### src/hdl/btlv_pkg.sv
// shared types and codes for the ber-tlv header parser
// used by btlv_decode and ber_tlv_header_parser_core; no dependencies
package btlv_pkg;

   // parser phase
   typedef enum logic [2:0] {
      PH_TAG1  = 3'd0,
      PH_TAG2  = 3'd1,
      PH_LEN1  = 3'd2,
      PH_LENX  = 3'd3,
      PH_VALUE = 3'd4
   } phase_type;

   // byte roles
   localparam logic [1:0] ROLE_TAG   = 2'd0;
   localparam logic [1:0] ROLE_LEN   = 2'd1;
   localparam logic [1:0] ROLE_VALUE = 2'd2;

   // error codes
   localparam logic [2:0] ERR_NONE       = 3'd0;
   localparam logic [2:0] ERR_HDR_TRUNC  = 3'd1;
   localparam logic [2:0] ERR_BAD_TAG2   = 3'd2;
   localparam logic [2:0] ERR_LEN_FORM   = 3'd3;
   localparam logic [2:0] ERR_VAL_TRUNC  = 3'd4;

   // header byte codes
   localparam logic [4:0] TAG_MULTI_MASK = 5'h1f;
   localparam logic [7:0] LEN_LONG_ONE   = 8'h81;
   localparam logic [7:0] LEN_LONG_TWO   = 8'h82;

   typedef struct packed {
      logic [7:0] data_byte;
      logic       buffer_end;
   } req_item_type;

   typedef struct packed {
      logic [1:0]  byte_role;
      logic [7:0]  byte_out;
      logic [15:0] tag_value;
      logic [15:0] value_length;
      logic        tlv_done;
      logic [16:0] total_length;
      logic [2:0]  error_code;
   } rsp_item_type;

   typedef struct packed {
      phase_type   phase;
      logic [15:0] tag_reg;
      logic [15:0] length_reg;
      logic [1:0]  octets_left;
      logic [15:0] value_remaining;
      logic [16:0] consumed_count;
   } parse_state_type;

endpackage

### src/hdl/btlv_decode.sv
// per-byte parse step: next parser state and the result for one byte
// combinational only; depends on btlv_pkg
module btlv_decode (
   input  btlv_pkg::parse_state_type cur_state,
   input  btlv_pkg::req_item_type    item,
   output btlv_pkg::parse_state_type nxt_state,
   output btlv_pkg::rsp_item_type    result
);
   import btlv_pkg::*;

   logic [7:0]  b;
   logic        at_end;
   logic [16:0] cnt;
   logic [1:0]  role;
   logic [15:0] tag_nxt;
   logic [15:0] len_nxt;
   logic [1:0]  oct_nxt;
   logic [15:0] rem_nxt;
   logic [15:0] vlen;
   logic        header_done;
   logic        header_go;
   logic        done;
   logic [2:0]  err;
   logic        restart;
   phase_type   phase_nxt;

   assign b      = item.data_byte;
   assign at_end = item.buffer_end;
   assign cnt    = cur_state.consumed_count + 17'd1;

   // datapath and flags
   always_comb begin
      role        = ROLE_TAG;
      tag_nxt     = cur_state.tag_reg;
      len_nxt     = cur_state.length_reg;
      oct_nxt     = cur_state.octets_left;
      rem_nxt     = cur_state.value_remaining;
      vlen        = 16'd0;
      header_done = 1'b0;
      done        = 1'b0;
      err         = ERR_NONE;
      unique case (cur_state.phase)
         PH_TAG2: begin
            tag_nxt = {cur_state.tag_reg[7:0], b};
            if (b[7]) begin
               err = ERR_BAD_TAG2;
            end else if (at_end) begin
               err = ERR_HDR_TRUNC;
            end
         end
         PH_LEN1: begin
            role = ROLE_LEN;
            if (!b[7]) begin
               len_nxt     = {8'd0, b};
               header_done = 1'b1;
            end else if (b == LEN_LONG_ONE || b == LEN_LONG_TWO) begin
               oct_nxt = b[1:0];
               len_nxt = 16'd0;
               if (at_end) begin
                  err = ERR_HDR_TRUNC;
               end
            end else begin
               err = ERR_LEN_FORM;
            end
         end
         PH_LENX: begin
            role    = ROLE_LEN;
            len_nxt = {cur_state.length_reg[7:0], b};
            if (cur_state.octets_left <= 2'd1) begin
               oct_nxt     = 2'd0;
               header_done = 1'b1;
            end else begin
               oct_nxt = cur_state.octets_left - 2'd1;
               if (at_end) begin
                  err = ERR_HDR_TRUNC;
               end
            end
         end
         PH_VALUE: begin
            role = ROLE_VALUE;
            vlen = cur_state.length_reg;
            if (cur_state.value_remaining <= 16'd1) begin
               rem_nxt = 16'd0;
               done    = 1'b1;
            end else begin
               rem_nxt = cur_state.value_remaining - 16'd1;
               if (at_end) begin
                  err = ERR_VAL_TRUNC;
               end
            end
         end
         default: begin
            // first tag byte; unused phase codes behave the same
            tag_nxt = {8'd0, b};
            if (at_end) begin
               err = ERR_HDR_TRUNC;
            end
         end
      endcase

      if (header_done) begin
         vlen = len_nxt;
         if (len_nxt == 16'd0) begin
            done = 1'b1;
         end else begin
            rem_nxt = len_nxt;
            if (at_end) begin
               err = ERR_VAL_TRUNC;
            end
         end
      end
   end

   assign header_go = header_done && (len_nxt != 16'd0);
   assign restart   = done || (err != ERR_NONE) || at_end;

   // next phase
   always_comb begin
      unique case (cur_state.phase)
         PH_TAG2:  phase_nxt = b[7] ? PH_TAG1 : PH_LEN1;
         PH_LEN1:  phase_nxt = (b == LEN_LONG_ONE || b == LEN_LONG_TWO) ? PH_LENX : PH_TAG1;
         PH_LENX:  phase_nxt = PH_LENX;
         PH_VALUE: phase_nxt = PH_VALUE;
         default:  phase_nxt = (b[4:0] == TAG_MULTI_MASK) ? PH_TAG2 : PH_LEN1;
      endcase
      if (header_go) begin
         phase_nxt = PH_VALUE;
      end
      if (restart) begin
         phase_nxt = PH_TAG1;
      end
   end

   // state and result outputs
   always_comb begin
      if (restart) begin
         nxt_state = '0;
         nxt_state.phase = PH_TAG1;
      end else begin
         nxt_state.phase           = phase_nxt;
         nxt_state.tag_reg         = tag_nxt;
         nxt_state.length_reg      = len_nxt;
         nxt_state.octets_left     = oct_nxt;
         nxt_state.value_remaining = rem_nxt;
         nxt_state.consumed_count  = cnt;
      end
      result.byte_role    = role;
      result.byte_out     = b;
      result.tag_value    = tag_nxt;
      result.value_length = vlen;
      result.tlv_done     = done;
      result.total_length = done ? cnt : 17'd0;
      result.error_code   = err;
   end

endmodule

### src/hdl/ber_tlv_header_parser_core.sv
// ber-tlv header parser top level: input register, parse step, result register
// depends on btlv_pkg and btlv_decode
//
//   channel | direction | handshake        | payload
//   req     | in        | req_valid/stall  | req_item  (data byte, buffer end)
//   rsp     | out       | rsp_valid/stall  | rsp_item  (role, byte, tag, lengths, error)
//
// one byte per cycle sustained while rsp is not stalled; rsp valid once the byte has passed both registers
// the rate is set by the parser state update between the registers
// reset (synchronous, active high) empties both registers and returns the parser to tag
// a stall on rsp holds the result register; req stalls only when both registers are full
module ber_tlv_header_parser_core (
   input  logic                   clock,
   input  logic                   reset,
   input  logic                   req_valid,
   output logic                   req_stall,
   input  btlv_pkg::req_item_type req_item,
   output logic                   rsp_valid,
   input  logic                   rsp_stall,
   output btlv_pkg::rsp_item_type rsp_item
);
   import btlv_pkg::*;

   logic            in_valid_ff;
   logic            in_valid_in;
   req_item_type    in_item_ff;
   logic            out_valid_ff;
   logic            out_valid_in;
   rsp_item_type    out_item_ff;
   parse_state_type state_ff;
   parse_state_type state_in;
   rsp_item_type    step_result;
   logic            advance;
   logic            step_go;

   // result register free or being drained
   assign advance   = !out_valid_ff || !rsp_stall;
   assign step_go   = in_valid_ff && advance;
   assign req_stall = in_valid_ff && !advance;

   btlv_decode u_decode (
      .cur_state (state_ff),
      .item      (in_item_ff),
      .nxt_state (state_in),
      .result    (step_result)
   );

   assign in_valid_in  = req_stall ? in_valid_ff : req_valid;
   assign out_valid_in = advance ? in_valid_ff : out_valid_ff;

   always_ff @(posedge clock) begin
      if (reset) begin
         in_valid_ff  <= 1'b0;
         out_valid_ff <= 1'b0;
         // all-zero state has phase PH_TAG1
         state_ff     <= '0;
      end else begin
         in_valid_ff  <= in_valid_in;
         out_valid_ff <= out_valid_in;
         if (step_go) begin
            state_ff <= state_in;
         end
      end
   end

   always_ff @(posedge clock) begin
      if (!req_stall && req_valid) begin
         in_item_ff <= req_item;
      end
      if (step_go) begin
         out_item_ff <= step_result;
      end
   end

   assign rsp_valid = out_valid_ff;
   assign rsp_item  = out_item_ff;

endmodule

### config.mk
export PLATFORM = sky130hd
export DESIGN_NAME = ber_tlv_header_parser_core
export DESIGN_NICKNAME = d
export VERILOG_FILES = /design/src/hdl/btlv_pkg.sv /design/src/hdl/btlv_decode.sv /design/src/hdl/ber_tlv_header_parser_core.sv
export SDC_FILE = /design/constraint.sdc
export NUM_CORES = 1
export LEC_CHECK = 0
export BUFFER_PORTS_ARGS = -buffer_cell sky130_fd_sc_hd__buf_4
export CAP_MARGIN = 10
export CORE_UTILIZATION = 45
export CTS_BUF_LIST = sky130_fd_sc_hd__clkbuf_2 sky130_fd_sc_hd__clkbuf_4 sky130_fd_sc_hd__clkbuf_8
export DETAILED_ROUTE_END_ITERATION = 16
export PLACE_DENSITY = 0.75
export SYNTH_ARGS = -nofsm -noshare
export SYNTH_HDL_FRONTEND = slang
export SYNTH_SLANG_ARGS = --single-unit
export TNS_END_PERCENT = 5
### constraint.sdc
create_clock -name clock -period 3.3 [get_ports clock]
set_input_delay 0.495 -clock clock [delete_from_list [all_inputs] [get_ports clock]]
set_output_delay 0.495 -clock clock [all_outputs]
set_load 0.01 [all_outputs]
==> impl_metrics.json, run 1 <==
{
  "die_w_um": 125,
  "cts.sinks": 144,
  "finalCritPeriodShare": 0.930,
  "critPathMaxFanout": 7,
  "synthTopCellsByArea": "edfxtp_1 32%, dfxtp_1 21%, nor2_1 4.3%",
  "multi_input_area_um2": 2980,
  "grt_pass1_vias": 5766,
  "synth_edf_count": 72,
  "ios": 78,
  "max_cap_violations": 0,
  "async_reset_ff_frac": 0,
  "core-area_um2": 14600,
  "tritoncts": "done",
  "antenna_left": 0,
  "place.gp.congestion": 0.959,
  "critPathLaunchType": "register",
  "slew_viol_final": 0,
  "dpl_worst_slack_ns": 0.289,
  "r2r_slack_ns": 0.23,
  "post_drt_wl_per_cell_um": 20.1,
  "drive_above_1_share": 0.220,
  "initial_utilization": 0.466,
  "fillCellCount": 1283,
  "slew_headroom": 0.483,
  "utilization": 0.558,
  "total_power_mw": 3.79,
  "seq_area_um2": 3600,
  "critical_path_class": "reg2reg",
  "rsz0062_at_grt": "false",
  "root_buffer": "clkbuf_8",
  "dr.pass1.iters": 8,
  "hold_viol": 0,
  "hold_class": "in2reg",
  "n_antenna_cell": 0,
  "grt_max_degree": 54,
  "critPathRequiredTime_ns": 3.68,
  "netlist_area_um2": 6820,
  "grt_first_pass_wirelength_mm": 30.6,
  "critPathMaxStageDelay_ns": 0.63,
  "avgSynthCellArea_um2": 10.0,
  "yosysWarningCount": 0,
  "status": "complete, no violations",
  "skew_ns": 0.00956,
  "synth-seq-cells": 144,
  "area_growth_pct": 19.9,
  "via_count": 6016,
  "clk_path_buf_depth": 2,
  "grt_antenna_before_repair": 0,
  "holdBufCountCts": 0,
  "setup_slack_ns": 0.233,
  "worst-path-buf-inv": 0,
  "ys.flop_type": "edfxtp_1",
  "p_leak_nw": 3.01,
  "dieArea_um2": 15700,
  "critPathTopFamily": "simple AND/OR/NAND/NOR gates",
  "num_rows": 44,
  "cp.arrival_ns": 3.45,
  "clk_pin_slew_ns": 0.08,
  "viasPerCell": 6.26,
  "synth_cells": 680,
  "drt_iter0_markers": 642,
  "post-dp-hpwl_mm": 13.3,
  "crit_chain": "or4b_4, o311ai_1, a21oi_1, or3_1, nor2_1, a31oi_1, o32ai_1",
  "drc": 0,
  "ys_seq_area_frac": 0.528,
  "final_nets": 780,
  "period_minus_slack_ns": 3.07,
  "synth_largest_area_cell": "edfxtp_1",
  "port-buffer-count": 77,
  "overflow": 0,
  "synth_fp_nets": 696,
  "tightest_slew_ns": 0.774,
  "synthMostInstantiatedCell": "nor2_1",
  "die_h_um": 125,
  "synth_top_cells_by_count": "78 x nor2_1, 72 x dfxtp_1, 72 x edfxtp_1",
  "synth_top_area_frac": 0.317,
  "fmax_ghz": 0.326,
  "clk_latency_ns": 0.47,
  "crit_path_end_kind": "register",
  "ys_types": 68,
  "wirelength_mm": 19.3,
  "grt_use_total": 0.252,
  "peakVddDrop_v": 0.000310,
  "power.density_nw_per_um2": 464,
  "cts_max_level": 4,
  "setup_viol": 0,
  "slowest_stage": "or4b_4",
  "numCtsBuffers": 17,
  "finalSetupTns_ns": 0
}
==> metrics by stage <==
stage | area (µm²) | hold WS (ns) | std cells
after floorplan | 6820 | 0.424 | 680
after global placement | 7740 | 0.451 | 929
after detailed placement | 7740 | 0.463 | 929
after CTS | 8180 | 0.178 | 961
after global routing | 8180 | 0.185 | 961
final | 8180 | 0.198 | 961
==> registers in the layout (all words and copies together), names as in the netlist <==
register	count
in_item_ff	9
in_valid_ff	1
rsp_item	63
rsp_valid	1
state_ff	70
==> metal layers <==
| layer | track usage | vias to the layer above | wire, µm |
|---|---|---|---|
| li1 | - | 2751 | - |
| met1 | 0.330 | 2882 | 8110 |
| met2 | 0.385 | 332 | 8770 |
| met3 | 0.0518 | 51 | 1620 |
| met4 | 0.157 | 0 | 823 |
| met5 | 0 | - | 0 |
==> final timing paths <==
path                                    start             to  cells after the start
worst max-delay path            in_item_ff[7]   state_ff[33]                      7
worst min-delay path              req_item[1]  in_item_ff[1]                      1
worst max register to register  in_item_ff[7]   state_ff[33]                      7
worst min register to register   state_ff[16]   state_ff[16]                      2
==> where the power goes <==
part / leakage, nW / total, mW / internal, mW / switching [mW]
registers: 1.26 / 1.95 / 1.92 / 0.0305
clock network: 0.221 / 1.54 / 0.872 / 0.664
logic: 1.53 / 0.302 / 0.117 / 0.185
==> final cells by class <==
| cell class | count | area share |
|---|---|---|
| flip-flops and latches | 144 | 0.441 |
| multi-input cells | 475 | 0.364 |
| repair buffers | 115 | 0.109 |
| clock buffers | 20 | 0.0337 |
| well taps | 184 | 0.0282 |
| clock inverters | 12 | 0.0199 |
| inverters | 11 | 0.00505 |
==> cells in the final DEF, fill, tap and decap left out, drive strengths merged, types with 7 or more instances in the layout <==
| cell | count |
|---|---|
| a21oi | 30 |
| a22o | 18 |
| a22oi | 10 |
| a32oi | 27 |
| and2 | 9 |
| and3 | 13 |
| buf | 115 |
| clkbuf | 20 |
| clkinv | 7 |
| dfxtp | 72 |
| edfxtp | 72 |
| inv | 11 |
| mux2 | 8 |
| mux2i | 10 |
| nand2 | 55 |
| nand3 | 26 |
| nor2 | 78 |
| nor3 | 21 |
| nor4 | 12 |
| o21ai | 35 |
| o22ai | 8 |
| xnor2 | 12 |
| xor2 | 7 |
==> cells by family (layout without fill, tap and decap cells) <==
group,Yosys count,count (layout),share of synthesized area
fa+ha+maj,4,4,0.00697
simple gates,253,253,0.183
mux,18,18,0.0279
compound gates,181,181,0.193
buf+inv,61,158,0.0365
flops,144,144,0.528
xor+xnor,19,19,0.0244
==> what timing repair did <==
| action | 4_1_cts | 5_1_grt |
|---|---|---|
| setup buffers | 0 | 0 |
| gates resized for setup | 0 | 1 |
| setup endpoints to repair | 0 | 4 |
(Power assumes the default switching activity.)
==> run 2, diff against run 1 <==
CORE_UTILIZATION = 35   (was 45)
PLACE_DENSITY = 0.63   (was 0.75)
SLEW_MARGIN = 20   (was default)
==> impl_metrics.json, run 2 (synthesis results as in run 1) <==
{
  "status": "complete, no violations",
  "crit_chain": "or4b_4, o311ai_1, a21oi_1, or3_1, nor2_1, a31oi_1, o32ai_1",
  "cp.arrival_ns": 3.43,
  "fmax_ghz": 0.327,
  "wirelength_mm": 18.5,
  "slowest_stage": "or4b_4",
  "final_common_cell": "buf_4",
  "period_minus_slack_ns": 3.06,
  "ios": 78,
  "die_h_um": 142,
  "worst_hold_path.endpoint": "in_item_ff[2]",
  "grt_pass1_vias": 5307,
  "tightest_slew_ns": 0.841,
  "max_cap_violations": 0,
  "tritoncts": "done",
  "critPathRequiredTime_ns": 3.67,
  "setup_slack_ns": 0.241,
  "hold_class": "in2reg",
  "fin_cells": 1037,
  "cts_max_level": 4,
  "port-buffer-count": 77,
  "cts_resized": 0,
  "setup_viol": 0,
  "viasPerCell": 5.62,
  "initial_utilization": 0.361,
  "clk_path_buf_depth": 2,
  "skew_ns": 0.0158,
  "worstReg2RegEnd": "state_ff[33]",
  "reg2regPathDepth": 7,
  "largest_register_ffs": 70,
  "critPathMaxStageDelay_ns": 0.63,
  "worstHoldPathCells": 1,
  "top_register": "state_ff",
  "holdBufCountCts": 0,
  "power.density_nw_per_um2": 426,
  "die_w_um": 142,
  "dpl_worst_slack_ns": 0.263,
  "rsz0062_at_grt": "false",
  "dieArea_um2": 20000,
  "p_seq_frac": 0.563,
  "pwr-share-clk": 0.352,
  "power_frac_comb": 0.085,
  "drt_iter0_markers": 553,
  "dr.pass1.iters": 5,
  "finalCritPeriodShare": 0.927,
  "post-dp-hpwl_mm": 12.6,
  "p_leak_nw": 2.95,
  "cts.sinks": 144,
  "overflow": 0,
  "switching_power_mw": 0.876,
  "numCtsBuffers": 17,
  "crit_path_end_kind": "register",
  "grt_antenna_before_repair": 0,
  "core-area_um2": 18900,
  "critPathMaxFanout": 7,
  "drive_above_1_share": 0.220,
  "worst-path-buf-inv": 0,
  "dpl.cell_count": 1005,
  "intPower_mw": 2.60,
  "root_buffer": "clkbuf_8",
  "critical_path_class": "reg2reg",
  "clk_latency_ns": 0.46,
  "r2r_slack_ns": 0.24,
  "hold_path.startpoint": "req_item[2]",
  "final_nets": 780,
  "n_antenna_cell": 0,
  "critPathTopFamily": "simple AND/OR/NAND/NOR gates",
  "grt_use_total": 0.190,
  "antenna_left": 0,
  "r2r_start": "in_item_ff[7]",
  "grt_max_degree": 54,
  "place.gp.congestion": 0.928,
  "area_growth_pct": 19.5,
  "drc": 0,
  "total_power_mw": 3.47,
  "critPathLaunchType": "register",
  "num_rows": 50,
  "clk_pin_slew_ns": 0.08,
  "slew_viol_final": 0,
  "layout_common_cells": "115 x buf_4, 77 x nor2_1, 72 x edfxtp_1, 72 x dfxtp_1, 55 x nand2_1",
  "slew_headroom": 0.438,
  "hold_viol": 0,
  "post_drt_wl_per_cell_um": 17.9,
  "grt_first_pass_wirelength_mm": 29.2,
  "swShare": 0.252,
  "via_count": 5830,
  "cts_setup_buffers": 0,
  "finalSetupTns_ns": 0,
  "peakVddDrop_v": 0.000189
}
-- run 2: cell types whose count changed in the layout (fill, tap and decap cells not counted), sizes merged --
cell      change
clkinvlp      +1
clkinv        +1
inv           +1
bufinv        -4
clkbuf        +1
-- run 2: cell type report --
| class | count | area (µm²) |
|---|---|---|
| Tap cell | 260 | 325 |
| Fill cell | 1880 | 10700 |
| Clock buffer | 21 | 270 |
| Inverter | 11 | 41.3 |
| Sequential cell | 144 | 3600 |
| Multi-Input combinational cell | 475 | 2980 |
| Timing Repair Buffer | 115 | 863 |
| Clock inverter | 11 | 68.8 |
-- run 2: power by group through the flow --
| stage | Sequential [mW] | Combinational (mW) | Clock (mW) |
|---|---|---|---|
| 2_1_floorplan | 2.00 | 0.149 | 0 |
| 3_3_place_gp | 1.99 | 0.293 | 0 |
| 3_5_place_dp | 1.99 | 0.295 | 0 |
| 4_1_cts | 1.95 | 0.296 | 1.25 |
| 5_1_grt | 1.96 | 0.317 | 1.32 |
| 6_report | 1.95 | 0.296 | 1.22 |
-- run 2: how the worst max path moves through the flow --
stage,slack (ns),cells after the start,to,startpoint
2_1_floorplan,0.36,7,state_ff[9],rsp_stall
3_3_place_gp,0.33,7,state_ff[33],in_item_ff[7]
3_5_place_dp,0.26,8,state_ff[17],in_item_ff[7]
4_1_cts,0.26,8,state_ff[17],in_item_ff[7]
5_1_grt,0.03,7,state_ff[33],in_item_ff[7]
6_report,0.24,7,state_ff[33],in_item_ff[7]
-- run 2: per-layer routing --
| layer | wire length (µm) | global-route usage | part of all wire | up-vias |
|---|---|---|---|---|
| met4 | 386 | 0.0781 | 0.021 | 0 |
| met2 | 8550 | 0.289 | 0.46 | 216 |
| met1 | 8370 | 0.264 | 0.45 | 2826 |
| li1 | - | - | - | 2751 |
| met3 | 1230 | 0.0364 | 0.066 | 37 |
| met5 | 0 | 0 | 0 | - |
-- run 2: per-stage QoR --
step	hold slack [ns]	cell area [µm²]	util
5_1_grt	0.177	8150	0.431
3_5_place_dp	0.460	7810	0.413
2_1_floorplan	0.424	6820	-
4_1_cts	0.185	8150	0.431
3_3_place_gp	0.457	7810	0.413
6_report	0.206	8150	0.431
-- run 2: worst register-to-register path, delay by kind of cell, from the launching register on --
kind / cells / cell delay (ns)
AO/OA/AOI/OAI: 4 / 1.02
flip-flops: 1 / 0.51
AND/OR/NAND/NOR: 3 / 1.45
